<file path="src/sv/piezo_stick_slip_stepper_macros.svh">
// Assertion macros for the piezo stick-slip stepper.
// Included by the RTL files that carry concurrent checks; depends on clk and rst_n.
`ifndef PIEZO_STICK_SLIP_STEPPER_MACROS_SVH
`define PIEZO_STICK_SLIP_STEPPER_MACROS_SVH

// Same-cycle implication, disabled during reset.
`define PSS_CHECK(label, ante, cons, msg) \
    label: assert property (@(posedge clk) disable iff (!rst_n) (ante) |-> (cons)) \
        else $error(msg);

// Next-cycle implication, disabled during reset.
`define PSS_CHECK_NEXT(label, ante, cons, msg) \
    label: assert property (@(posedge clk) disable iff (!rst_n) (ante) |=> (cons)) \
        else $error(msg);

`endif

</file>
<file path="src/sv/pss_pkg.sv">
// Types and constants for the piezo stick-slip stepper.
// Used by piezo_stick_slip_stepper; depends on nothing else.
`timescale 1ns / 1ps

package pss_pkg;

    typedef enum logic [2:0] {
        CS_IDLE    = 3'd0,
        CS_RETRACT = 3'd1,
        CS_STEP    = 3'd2,
        CS_MEASURE = 3'd3,
        CS_FINISH  = 3'd4
    } ctl_state_t;

    typedef enum logic [2:0] {
        SQ_IDLE,
        SQ_PREP,
        SQ_EVAL,
        SQ_MOD,
        SQ_MUL,
        SQ_DIV,
        SQ_DONE
    } seq_state_t;

    typedef enum logic [2:0] {
        RG_MODE   = 3'd0,
        RG_STEPS  = 3'd1,
        RG_THRESH = 3'd2,
        RG_TPW    = 3'd3,
        RG_RSTEP  = 3'd4
    } reg_idx_t;

    localparam logic [1:0] MODE_DOWN = 2'd1;

    localparam int DIV_W     = 35;
    localparam int DIV_CNT_W = 6;
    localparam int MAG_W     = 19;

    localparam logic signed [20:0] UP_TARGET_MV   = 21'sd80000;
    localparam logic signed [20:0] DOWN_TARGET_MV = -21'sd270000;
    localparam logic signed [20:0] UP_BASE_MV     = -21'sd270000;
    localparam logic signed [20:0] DOWN_BASE_MV   = -21'sd80000;
    localparam logic [MAG_W-1:0]   UP_SPAN_MV     = 19'd350000;
    localparam logic [MAG_W-1:0]   DOWN_SPAN_MV   = 19'd190000;

    localparam logic [15:0] TPW_MIN = 16'd2;

endpackage

</file>
<file path="src/sv/piezo_stick_slip_stepper.sv">
// Stick-slip stepper controller for a Z piezo, one beat per control-loop tick.
// Uses pss_pkg and piezo_stick_slip_stepper_macros.svh.
//
//   channel | signals                                   | beat
//   input   | in_valid, in_stall, tick fields           | one control-loop tick
//   output  | out_valid, out_stall, result fields       | one result per tick
//   config  | psel, penable, pwrite, paddr, pwdata, ... | one register write
//
// A stepping tick uses one shared 35-step restoring divider, which forms the wave
// phase and then the scaled wave amplitude. One tick is in work at a time.
// Reset clears the state and loads the config defaults at once; no clearing pass.
// A new tick is accepted while a result waits on a stalled output; a finished tick
// then waits until that result has been taken.
`timescale 1ns / 1ps
`include "piezo_stick_slip_stepper_macros.svh"

module piezo_stick_slip_stepper
    import pss_pkg::*;
#(
    parameter int TICK_COUNT_WIDTH = 32
) (
    input  logic               clk,
    input  logic               rst_n,
    input  logic               in_valid,
    output logic               in_stall,
    input  logic               start_req,
    input  logic               tracker_done,
    input  logic [19:0]        capacitance,
    input  logic signed [19:0] z_voltage_now,
    output logic               out_valid,
    input  logic               out_stall,
    output logic [2:0]         control_state,
    output logic               drive_z,
    output logic signed [19:0] z_voltage,
    output logic               bias_zero,
    output logic               restart_tracker,
    input  logic               psel,
    input  logic               penable,
    input  logic               pwrite,
    input  logic [4:0]         paddr,
    input  logic [31:0]        pwdata,
    output logic [31:0]        prdata,
    output logic               pready
);

    localparam int W = TICK_COUNT_WIDTH;

    logic [1:0]  mode_reg;
    logic [15:0] steps_reg;
    logic [15:0] thresh_reg;
    logic [15:0] tpw_reg;
    logic [16:0] rstep_reg;

    seq_state_t seq_reg, seq_next;
    ctl_state_t ctl_state_reg, ctl_state_next;
    logic       retract_done_reg, retract_done_next;
    logic [W-1:0] elapsed_reg, elapsed_next;
    logic [15:0]  wave_phase_reg, wave_phase_next;

    logic               start_req_reg, start_req_next;
    logic               tracker_done_reg, tracker_done_next;
    logic [19:0]        capacitance_reg, capacitance_next;
    logic signed [19:0] z_now_reg, z_now_next;
    logic [31:0]        seq_prod_reg, seq_prod_next;

    ctl_state_t         res_state_reg, res_state_next;
    logic               res_drive_reg, res_drive_next;
    logic signed [19:0] res_volt_reg, res_volt_next;
    logic               res_bias_reg, res_bias_next;
    logic               res_restart_reg, res_restart_next;
    logic               wave_reg, wave_next;

    logic [DIV_W-1:0]     quo_reg, quo_next;
    logic [15:0]          rem_reg, rem_next;
    logic [15:0]          den_reg, den_next;
    logic [DIV_CNT_W-1:0] cnt_reg, cnt_next;

    logic               out_valid_reg, out_valid_next;
    ctl_state_t         out_state_reg, out_state_next;
    logic               out_drive_reg, out_drive_next;
    logic signed [19:0] out_volt_reg, out_volt_next;
    logic               out_bias_reg, out_bias_next;
    logic               out_restart_reg, out_restart_next;

    logic        in_accept;
    logic        out_free;
    logic        cfg_write;
    logic        capmode;
    logic        down;
    logic [15:0] tpw_eff;
    logic [14:0] half;

    ctl_state_t         ev_state;
    logic               ev_rd;
    logic [W-1:0]       ev_el;
    logic               ev_restart;
    logic               ev_drive;
    logic               ev_bias;
    logic               ev_step;
    logic signed [19:0] ev_volt;
    logic signed [20:0] rt_target;
    logic signed [20:0] rt_now;
    logic signed [20:0] rt_diff;

    logic [16:0]        div_shift;
    logic               div_ge;
    logic [16:0]        div_sub;
    logic [15:0]        div_rem;
    logic [DIV_W-1:0]   div_quo;
    logic [15:0]        phase_ofs;
    logic [DIV_W-1:0]   num;
    logic signed [20:0] wave_volt;

    assign in_accept = in_valid && !in_stall;
    assign out_free  = !out_valid_reg || !out_stall;
    assign cfg_write = psel && penable && pwrite && pready;
    assign capmode   = mode_reg[1];
    assign down      = (mode_reg == MODE_DOWN);
    assign tpw_eff   = (tpw_reg < TPW_MIN) ? TPW_MIN : tpw_reg;
    assign half      = tpw_eff[15:1];

    always_comb
    begin
        unique case (reg_idx_t'(paddr[4:2]))
            RG_MODE:   prdata = 32'(mode_reg);
            RG_STEPS:  prdata = 32'(steps_reg);
            RG_THRESH: prdata = 32'(thresh_reg);
            RG_TPW:    prdata = 32'(tpw_reg);
            RG_RSTEP:  prdata = 32'(rstep_reg);
            default:   prdata = 32'd0;
        endcase
    end

    always_ff @(posedge clk or negedge rst_n)
    begin
        if (!rst_n)
        begin
            mode_reg   <= 2'd0;
            steps_reg  <= 16'd1;
            thresh_reg <= 16'd0;
            tpw_reg    <= 16'd100;
            rstep_reg  <= 17'd1400;
        end
        else if (cfg_write)
        begin
            unique case (reg_idx_t'(paddr[4:2]))
                RG_MODE:   mode_reg   <= pwdata[1:0];
                RG_STEPS:  steps_reg  <= pwdata[15:0];
                RG_THRESH: thresh_reg <= pwdata[15:0];
                RG_TPW:    tpw_reg    <= pwdata[15:0];
                RG_RSTEP:  rstep_reg  <= pwdata[16:0];
                default:   ;
            endcase
        end
    end

    // Control decisions of one tick, in the order start, retract end, burst end,
    // measurement result, drive.
    always_comb
    begin
        ev_state   = ctl_state_reg;
        ev_rd      = retract_done_reg;
        ev_el      = elapsed_reg;
        ev_restart = 1'b0;
        ev_drive   = 1'b0;
        ev_bias    = 1'b0;
        ev_step    = 1'b0;
        ev_volt    = 20'sd0;
        rt_target  = down ? DOWN_TARGET_MV : UP_TARGET_MV;
        rt_now     = 21'(z_now_reg);
        rt_diff    = rt_now - $signed({4'b0000, rstep_reg});
        if (start_req_reg)
        begin
            ev_rd = 1'b0;
            ev_el = '0;
            if (capmode)
            begin
                ev_state   = CS_MEASURE;
                ev_restart = 1'b1;
            end
            else
            begin
                ev_state = CS_RETRACT;
            end
        end
        if (ev_state == CS_RETRACT && ev_rd)
        begin
            ev_state = CS_STEP;
            ev_el    = '0;
        end
        if (ev_state == CS_STEP)
        begin
            if (32'(ev_el) >= seq_prod_reg || (&ev_el))
            begin
                if (capmode)
                begin
                    ev_state   = CS_MEASURE;
                    ev_restart = 1'b1;
                end
                else
                begin
                    ev_state = CS_FINISH;
                end
            end
        end
        if (ev_state == CS_MEASURE && !ev_restart && tracker_done_reg)
        begin
            ev_state = (capacitance_reg > 20'(thresh_reg)) ? CS_FINISH : CS_STEP;
            ev_el    = '0;
        end
        if (ev_state == CS_RETRACT || ev_state == CS_STEP || ev_state == CS_FINISH)
        begin
            ev_bias = 1'b1;
        end
        if (ev_state == CS_RETRACT)
        begin
            ev_drive = 1'b1;
            if (rt_now > rt_target)
            begin
                ev_volt = (rt_diff < rt_target) ? 20'(rt_target) : 20'(rt_diff);
            end
            else
            begin
                ev_rd   = 1'b1;
                ev_volt = z_now_reg;
            end
        end
        if (ev_state == CS_STEP)
        begin
            ev_drive = 1'b1;
            ev_step  = 1'b1;
        end
    end

    // Shared restoring divider step and wave arithmetic.
    always_comb
    begin
        div_shift = {rem_reg, quo_reg[DIV_W-1]};
        div_ge    = (div_shift >= {1'b0, den_reg});
        div_sub   = div_shift - {1'b0, den_reg};
        div_rem   = div_ge ? div_sub[15:0] : div_shift[15:0];
        div_quo   = {quo_reg[DIV_W-2:0], div_ge};
        phase_ofs = rem_reg - {1'b0, half};
        if (down)
        begin
            num = (rem_reg >= {1'b0, half}) ?
                  DIV_W'(phase_ofs) * DIV_W'(DOWN_SPAN_MV) : '0;
            wave_volt = DOWN_BASE_MV - $signed({2'b00, quo_reg[MAG_W-1:0]});
        end
        else
        begin
            num = (rem_reg <= {1'b0, half}) ?
                  DIV_W'(rem_reg) * DIV_W'(UP_SPAN_MV) : '0;
            wave_volt = UP_BASE_MV + $signed({2'b00, quo_reg[MAG_W-1:0]});
        end
    end

    always_comb
    begin
        seq_next = seq_reg;
        unique case (seq_reg)
            SQ_IDLE: if (in_accept) seq_next = SQ_PREP;
            SQ_PREP: seq_next = SQ_EVAL;
            SQ_EVAL: seq_next = ev_step ? SQ_MOD : SQ_DONE;
            SQ_MOD:  if (cnt_reg == '0) seq_next = SQ_MUL;
            SQ_MUL:  seq_next = SQ_DIV;
            SQ_DIV:  if (cnt_reg == '0) seq_next = SQ_DONE;
            SQ_DONE: if (out_free) seq_next = SQ_IDLE;
            default: seq_next = SQ_IDLE;
        endcase
    end

    always_comb
    begin
        in_stall        = (seq_reg != SQ_IDLE);
        out_valid       = out_valid_reg;
        control_state   = out_state_reg;
        drive_z         = out_drive_reg;
        z_voltage       = out_volt_reg;
        bias_zero       = out_bias_reg;
        restart_tracker = out_restart_reg;
        pready          = 1'b1;
    end

    always_comb
    begin
        ctl_state_next    = ctl_state_reg;
        retract_done_next = retract_done_reg;
        elapsed_next      = elapsed_reg;
        wave_phase_next   = wave_phase_reg;
        start_req_next    = start_req_reg;
        tracker_done_next = tracker_done_reg;
        capacitance_next  = capacitance_reg;
        z_now_next        = z_now_reg;
        seq_prod_next     = seq_prod_reg;
        res_state_next    = res_state_reg;
        res_drive_next    = res_drive_reg;
        res_volt_next     = res_volt_reg;
        res_bias_next     = res_bias_reg;
        res_restart_next  = res_restart_reg;
        wave_next         = wave_reg;
        quo_next          = quo_reg;
        rem_next          = rem_reg;
        den_next          = den_reg;
        cnt_next          = cnt_reg;
        out_valid_next    = out_valid_reg && out_stall;
        out_state_next    = out_state_reg;
        out_drive_next    = out_drive_reg;
        out_volt_next     = out_volt_reg;
        out_bias_next     = out_bias_reg;
        out_restart_next  = out_restart_reg;
        unique case (seq_reg)
            SQ_IDLE:
            begin
                if (in_accept)
                begin
                    start_req_next    = start_req;
                    tracker_done_next = tracker_done;
                    capacitance_next  = capacitance;
                    z_now_next        = z_voltage_now;
                end
            end
            SQ_PREP:
            begin
                seq_prod_next = 32'(tpw_eff) * 32'(steps_reg);
            end
            SQ_EVAL:
            begin
                ctl_state_next    = ev_state;
                retract_done_next = ev_rd;
                elapsed_next      = (ev_step && !(&ev_el)) ? ev_el + 1'b1 : ev_el;
                res_state_next    = ev_state;
                res_drive_next    = ev_drive;
                res_volt_next     = ev_volt;
                res_bias_next     = ev_bias;
                res_restart_next  = ev_restart;
                wave_next         = ev_step;
                quo_next          = DIV_W'(ev_el);
                rem_next          = 16'd0;
                den_next          = tpw_eff;
                cnt_next          = DIV_CNT_W'(DIV_W - 1);
            end
            SQ_MOD, SQ_DIV:
            begin
                quo_next = div_quo;
                rem_next = div_rem;
                if (cnt_reg != '0)
                begin
                    cnt_next = cnt_reg - 1'b1;
                end
            end
            SQ_MUL:
            begin
                wave_phase_next = rem_reg;
                quo_next        = num;
                rem_next        = 16'd0;
                den_next        = {1'b0, half};
                cnt_next        = DIV_CNT_W'(DIV_W - 1);
            end
            SQ_DONE:
            begin
                if (out_free)
                begin
                    out_valid_next   = 1'b1;
                    out_state_next   = res_state_reg;
                    out_drive_next   = res_drive_reg;
                    out_volt_next    = wave_reg ? 20'(wave_volt) : res_volt_reg;
                    out_bias_next    = res_bias_reg;
                    out_restart_next = res_restart_reg;
                end
            end
            default: ;
        endcase
    end

    always_ff @(posedge clk or negedge rst_n)
    begin
        if (!rst_n)
        begin
            seq_reg          <= SQ_IDLE;
            ctl_state_reg    <= CS_IDLE;
            retract_done_reg <= 1'b0;
            elapsed_reg      <= '0;
            wave_phase_reg   <= 16'd0;
            cnt_reg          <= '0;
            out_valid_reg    <= 1'b0;
        end
        else
        begin
            seq_reg          <= seq_next;
            ctl_state_reg    <= ctl_state_next;
            retract_done_reg <= retract_done_next;
            elapsed_reg      <= elapsed_next;
            wave_phase_reg   <= wave_phase_next;
            cnt_reg          <= cnt_next;
            out_valid_reg    <= out_valid_next;
        end
    end

    always_ff @(posedge clk)
    begin
        start_req_reg    <= start_req_next;
        tracker_done_reg <= tracker_done_next;
        capacitance_reg  <= capacitance_next;
        z_now_reg        <= z_now_next;
        seq_prod_reg     <= seq_prod_next;
        res_state_reg    <= res_state_next;
        res_drive_reg    <= res_drive_next;
        res_volt_reg     <= res_volt_next;
        res_bias_reg     <= res_bias_next;
        res_restart_reg  <= res_restart_next;
        wave_reg         <= wave_next;
        quo_reg          <= quo_next;
        rem_reg          <= rem_next;
        den_reg          <= den_next;
        out_state_reg    <= out_state_next;
        out_drive_reg    <= out_drive_next;
        out_volt_reg     <= out_volt_next;
        out_bias_reg     <= out_bias_next;
        out_restart_reg  <= out_restart_next;
    end

    `PSS_CHECK(a_idle_drive_zero, out_valid && !drive_z, z_voltage == 20'sd0,
        "Undriven result carries a nonzero voltage.")
    `PSS_CHECK(a_bias_state, out_valid,
        bias_zero == (control_state == CS_RETRACT || control_state == CS_STEP ||
                      control_state == CS_FINISH),
        "Bias strobe disagrees with the control state.")
    `PSS_CHECK(a_restart_measure, out_valid && restart_tracker,
        control_state == CS_MEASURE, "Tracker restart outside measuring.")
    `PSS_CHECK(a_div_rem_bound, seq_reg == SQ_MOD || seq_reg == SQ_DIV,
        rem_reg < den_reg, "Divider remainder reached the divisor.")
    `PSS_CHECK_NEXT(a_done_loads, seq_reg == SQ_DONE && out_free,
        out_valid_reg && seq_reg == SQ_IDLE, "Finished tick did not reach the output.")

endmodule
</file>
<file path="config.mk">
export PLATFORM = sky130hd
export DESIGN_NAME = piezo_stick_slip_stepper
export DESIGN_NICKNAME = d
export VERILOG_FILES = /design/src/sv/pss_pkg.sv /design/src/sv/piezo_stick_slip_stepper.sv
export VERILOG_INCLUDE_DIRS = /design/src /design/src/sv
export SDC_FILE = /design/constraint.sdc
export NUM_CORES = 2
export LEC_CHECK = 0
export BUFFER_PORTS_ARGS = -buffer_cell sky130_fd_sc_hd__buf_2
export CORE_MARGIN = 4
export CORE_UTILIZATION = 34
export CTS_BUF_LIST = sky130_fd_sc_hd__clkbuf_2
export CTS_CLUSTER_SIZE = 20
export DETAILED_ROUTE_END_ITERATION = 8
export GPL_ROUTABILITY_DRIVEN = 0
export GPL_TIMING_DRIVEN = 0
export SLEW_MARGIN = 40
export SYNTH_ARGS = -nofsm -noshare
export SYNTH_HDL_FRONTEND = slang
export SYNTH_SLANG_ARGS = --single-unit
</file>
<file path="constraint.sdc">
create_clock -name clk -period 15.5 [get_ports clk]
set_input_delay 0.775 -clock clk [delete_from_list [all_inputs] [get_ports clk]]
set_output_delay 0.775 -clock clk [all_outputs]
set_load 0.005 [all_outputs]
</file>
==> Word-level counts from Yosys, hierarchy flattened <==
Cells that the tools add are included.
{ "totals": {"reg_bits": 307, "inputBits": 86, "output_inout_bits": 61} }
{ "classes": {"addsub": 7, "multipliers": 3, "n_lt_le_gt_ge": 8, "eq_ne": 22, "mux": 47, "reduce_logical": 38} }
{ "op_table": {"columns": ["cell", "n"], "rows": [
  ["$mux 32", 4],
  ["$pmux 35 s3", 1],
  ["$pmux 17 s5", 1],
  ["$mux 20", 4],
  ["$mux 35", 2],
  ["$pmux 16 s2", 2],
  ["$reduce_and 32->1", 2],
  ["$mux 3", 12],
  ["$mux 34", 1],
  ["$add 32x1->32 const B", 1],
  ["$ge 32x32->1", 1],
  ["$mul 16x16->32", 1],
  ["$mux 16", 2],
  ["$mul 16x15->31 const B", 1],
  ["$mul 16x14->30 const B", 1],
  ["$eq 3x2->1 const B", 7],
  ["$gt 20x21->1", 1],
  ["$lt 21x21->1", 1],
  ["$mux 21", 1],
  ["$pmux 3 s7", 1],
  ["$sub 20x18->21", 1],
  ["$add 20x20->20 const A", 1],
  ["$gt 20x16->1", 1],
  ["$sub 18x20->20 const A", 1],
  ["other kinds (26)", 74]
]} }

==> Logic depth before layout (Yosys ltp) <==
{ "depth": {"depth_word": 17, "depth_mapped": 38} }

==> Worst setup path before layout <==
No wires, ideal clock.
{ "synth_path": {"path_kind": "register to register", "startpoint": "register tpw_reg[2]", "endpoint": "register quo_reg[33] (data pin)", "arrival_ns": 8.017, "t_required_ns": 15.232, "setup_slack_ns": 7.216, "stages_incl_launch_ff": 39, "path_buffers": 1, "path_cell_list": "dfstp_2 -> nor4_1 -> nand4_1 -> nor2b_1 -> inv_1 -> clkbuf_1 -> ha_1 -> fa_1 -> nor2b_1 -> o21ai_0 -> a21boi_0 -> o21ai_0 -> a21oi_1 -> a31oi_1 -> o21bai_1 -> a21oi_1 -> o21ai_0 -> xor2_1 -> [3 not listed] -> inv_1 -> fa_1 -> inv_1 -> fa_1 -> inv_1 -> ha_1 -> ha_1 -> ha_1 -> and3_1 -> and2_1 -> and3_1 -> nand3_1 -> nand2_1 -> a41oi_1 -> a211oi_1 -> mux2i_1 -> a311oi_1 -> o21ai_0"} }
{ "synth_via": {"elab_chain_len": 7, "elab_cells_between_ends": 10, "classes_between": "add/sub: 1; mul: 1; order compare: 3; mux: 5"} }
{ "synth_rtl": {"columns": ["item", "line", "source"], "rows": [
  ["start, declared", "piezo_stick_slip_stepper.sv:51", "logic [15:0] tpw_reg;"],
  ["start signal, assigned", "piezo_stick_slip_stepper.sv:150", "RG_TPW: tpw_reg <= pwdata[15:0];"],
  ["$lt 16x2->1", "piezo_stick_slip_stepper.sv:119", "assign tpw_eff = (tpw_reg < TPW_MIN) ? TPW_MIN : tpw_reg;"],
  ["$mux 16 *", "piezo_stick_slip_stepper.sv:119", null],
  ["$sub 16x15->16", "piezo_stick_slip_stepper.sv:243", "phase_ofs = rem_reg - {1'b0, half};"],
  ["$mul 16x14->30", "piezo_stick_slip_stepper.sv:247", "DIV_W'(phase_ofs) * DIV_W'(DOWN_SPAN_MV) : '0;"],
  ["$mux 34", "piezo_stick_slip_stepper.sv:246", "num = (rem_reg >= {1'b0, half}) ?"],
  ["$mux 35 *", "piezo_stick_slip_stepper.sv:244", "if (down)"],
  ["$pmux 35 s3 *", "piezo_stick_slip_stepper.sv:312", "unique case (seq_reg)"],
  ["net quo_next[33]", "piezo_stick_slip_stepper.sv:73", "logic [DIV_W-1:0] quo_reg, quo_next;"],
  ["end signal, assigned", "piezo_stick_slip_stepper.sv:413", "quo_reg <= quo_next;"],
  ["end, declared", "piezo_stick_slip_stepper.sv:73", null]
]} }
The timed path passes the listed nets; every way through them passes the cells marked *.
A chain may end at the register's enable or synchronous reset.

==> Worst setup path after layout <==
Same ends and word-level chain as after synthesis.

==> impl_summary.txt <==
----------------------------------------------------
[CTS]
  TritonCTS buffer count ... between 80 and 90
  Worst skew pair latency ... approximately 1.1 ns
  Root buffer cell ... sky130_fd_sc_hd__clkbuf_2
  TritonCTS clock tree ... done
  Number of post-CTS setup repair buffers ... 0
  Resized Gates After CTS ... 0
  CTS H-tree depth ... 3
  Hold-fix buffers at CTS ... between 60 and 70
  TritonCTS sink count ... between 300 and 400
  Max Buffers Root-to-Sink ... 3
  Clock-pin transition on the worst setup and hold timing paths ... ~0.11 ns

[Route]
  Routed Wire Length ... around 100000 um
  Number of detailed-route iterations in the first pass ... 7
  Detail-routed net length per standard cell ... 18.9 um
  Antenna Violating Nets Remaining ... 0
  Routed via count divided by cell count ... approximately 5.2
  Number of DRC violations after detailed-routing iteration 0 ... ~2300
  Remaining DRCs ... 0
  Detailed-route via count ... between 20000 and 30000

[Placed design]
  I/O Buffers ... ~110
  Detailed Place HPWL ... ~84000 um
  Total instance count after detailed placement ... between 5000 and 6000

[Worst hold path]
  Class of the tightest hold or removal check ... in -> reg

[Logic synthesis]
  Sequential cell area fraction in the yosys report ... 24.2%
  #FFs+latches synth ... between 300 and 400
  Count of distinct cell types in the synthesized netlist ... slightly above 90
  Area of the mapped netlist ... 35900 um2
  Number of instances in the synthesized netlist ... 3820
  Number of enable flip-flop cells after synthesis ... 194
  Leading register cell type out of synthesis ... sky130_fd_sc_hd__edfxtp_1
  Synthesis Warnings ... 0
  Post-Synthesis Mean Instance Area ... 9.39 um2
  Fraction of synthesis flops using an asynchronous set or reset pin ... 36.8%

[Global route]
  Congestion Overflow GR ... 0
  Wire length of the first global-routing pass ... between 150000 and 200000 um
  Pin count of the biggest net entering global routing ... between 60 and 70
  Initial antenna violation count ... 1
  Number of global-route vias before repair ... between 20000 and 30000
  Overall routing resource usage ... 18.8%

[STA]
  Total count of hold-check failures in the final report ... 0
  Worst-case headroom to the max-slew limit ... 40.2%
  Total of endpoints with negative setup slack in the final report ... 0
  RSZ-0062 raised after global routing ... false
  Clk_skew ... approximately 0.13 ns
  Transition time at the pin with the least slew margin ... around 0.89 ns
  Max-slew violation total from the final report ... 0
  TNS Setup ... 0 ns
  Fin crit share ... between 60% and 70%
  Min Tclk post-route ... around 11 ns
  Fmax ... 0.0929 GHz

[Run]
  Max-cap viol count ... 0

[Worst setup path]
  Critical Path Start Type ... register
  Critical path fanouts, max ... 11
  CP Buf/Inv Count ... 6
  Endpoint class of the critical path ... register
  Critical setup path kind ... reg -> reg
  Crit-path max cell delay ... 0.60 ns
  Crit path max-delay cell type ... sky130_fd_sc_hd__dfstp_2
  Arrival time at the worst endpoint ... ~12 ns
  Kind of cell adding the most delay to the critical path ... adder cells
  Required time of the critical path ... approximately 16 ns
  R2r setup slk ... between 4 and 5 ns

[Die]
  Top-level port count ... roughly 150
  Number of cell rows ... approximately 120
  Initial cell density of the core ... about a third
  Horizontal die dimension ... 333 um
  Die height ... between 300 and 400 um
  Area of the die ... 111000 um2
  Standard cell core area ... between 100000 and 150000 um2

[Finish]
  Growth of design area from synthesis to finish ... 11.1%
  Finished Layout Cells ... about 5600
  Number of flip-flops in the largest register ... 35
  Most common cell after layout, fill and taps aside ... sky130_fd_sc_hd__inv_1
  Util after Layout ... a little under two fifths
  Fraction of final layout cells with drive strength greater than 1 ... 9.40%
  Highest-count cells in the layout ignoring fill and taps ... 663 x sky130_fd_sc_hd__inv_1, 465 x sky130_fd_sc_hd__ha_1, 377 x sky130_fd_sc_hd__nand2_1
  Count of nets after finishing ... around 5000
  Count of filler cells inserted in the layout ... 10537

[Status]
  Run status ... finished, final reports clean

----------------------------------------------------
## Yosys cell counts, types with 20 or more instances
library cell,instances,area share (%)
sky130_fd_sc_hd__o31ai_1,22,0.46
sky130_fd_sc_hd__a31oi_1,32,0.56
sky130_fd_sc_hd__dfrtp_1,103,7.2
sky130_fd_sc_hd__fa_1,351,20
sky130_fd_sc_hd__nand4_1,29,0.51
sky130_fd_sc_hd__edfxtp_1,194,16
sky130_fd_sc_hd__o21ai_0,186,2.6
sky130_fd_sc_hd__a22oi_1,52,1.1
sky130_fd_sc_hd__nand2b_1,22,0.38
sky130_fd_sc_hd__nor3_1,45,0.63
sky130_fd_sc_hd__xor2_1,50,1.2
sky130_fd_sc_hd__clkbuf_1,125,1.3
sky130_fd_sc_hd__xnor2_1,103,2.5
sky130_fd_sc_hd__and3_1,64,1.1
sky130_fd_sc_hd__mux2i_1,20,0.56
sky130_fd_sc_hd__mux2_2,44,1.4
sky130_fd_sc_hd__and2_1,92,1.6
sky130_fd_sc_hd__nor2_1,142,1.5
sky130_fd_sc_hd__nand2_1,377,3.9
sky130_fd_sc_hd__a21o_1,69,1.4
sky130_fd_sc_hd__a211oi_1,25,0.52
sky130_fd_sc_hd__nor2b_1,25,0.44
sky130_fd_sc_hd__o21ai_1,30,0.42
sky130_fd_sc_hd__nand3_1,48,0.67
sky130_fd_sc_hd__or3_1,21,0.37
sky130_fd_sc_hd__ha_1,465,16
sky130_fd_sc_hd__inv_1,664,6.9
sky130_fd_sc_hd__a21oi_1,174,2.4
## metrics by stage
step	worst slack, ns	instance area [um2]	hold WS [ns]
2_1_floorplan	7.22	35900	0.400
3_3_place_gp	4.42	38200	0.404
3_5_place_dp	4.71	38400	0.405
4_1_cts	4.67	39800	0.0749
5_1_grt	4.04	39900	0.142
6_report	4.73	39900	0.214
## cell type report
cell class	count	area [um2]	area share, %
inverters	666	2500	6.28
plain buffers	155	679	1.70
clock inverters	23	129	0.323
multi-input cells	2706	24200	60.7
flip-flops and latches	307	8670	21.7
repair buffers	180	1300	3.25
clock buffers	131	656	1.64
diodes	2	5.00	0.0126
well taps	1380	1730	4.33
## tightest hold or removal path: cells and delay by family
family,cells,cell delay (ns)
buffers and inverters,1,0.12
and+or+nand+nor,1,0.08
muxes,1,0.22
## routing by layer
metal  global-route usage (%)  vias to the layer above  routed length [um]
li1                         -                    13446                   -
met1                     26.3                    14053               46600
met2                     30.4                      986               48200
met3                     2.75                      174                6890
met4                     5.46                        0                3070
met5                        0                        -                   0
## kinds of logic (layout without fill, tap and decap cells)
kind of cell | Yosys count | after routing | share of synthesized area, %
other | 2 | 18 | 0.0209
AOI/OAI and AO/OA | 729 | 729 | 12.9
DFF | 307 | 307 | 24.2
xor gates and xnor gates | 153 | 153 | 3.73
adders and majority gates | 816 | 816 | 35.8
buffers and inverters | 821 | 1155 | 8.83
and+or+nand+nor | 928 | 928 | 12.6
muxes | 64 | 64 | 1.94
## final timing paths
kind / to / start / cells after the start
min in group asynchronous: steps_reg[11] / rst_n / 2
hold reg to reg: bias_zero / res_bias_reg / 0
max in group asynchronous: elapsed_reg[5] / rst_n / 3
setup reg to reg: quo_reg[33] / tpw_reg[2] / 38
hold / removal: thresh_reg[0] / paddr[2] / 3
setup / recovery: quo_reg[33] / tpw_reg[2] / 38
Power is not shown: default switching activity piles up to over one toggle a cycle in this logic, so the estimate is an artifact.
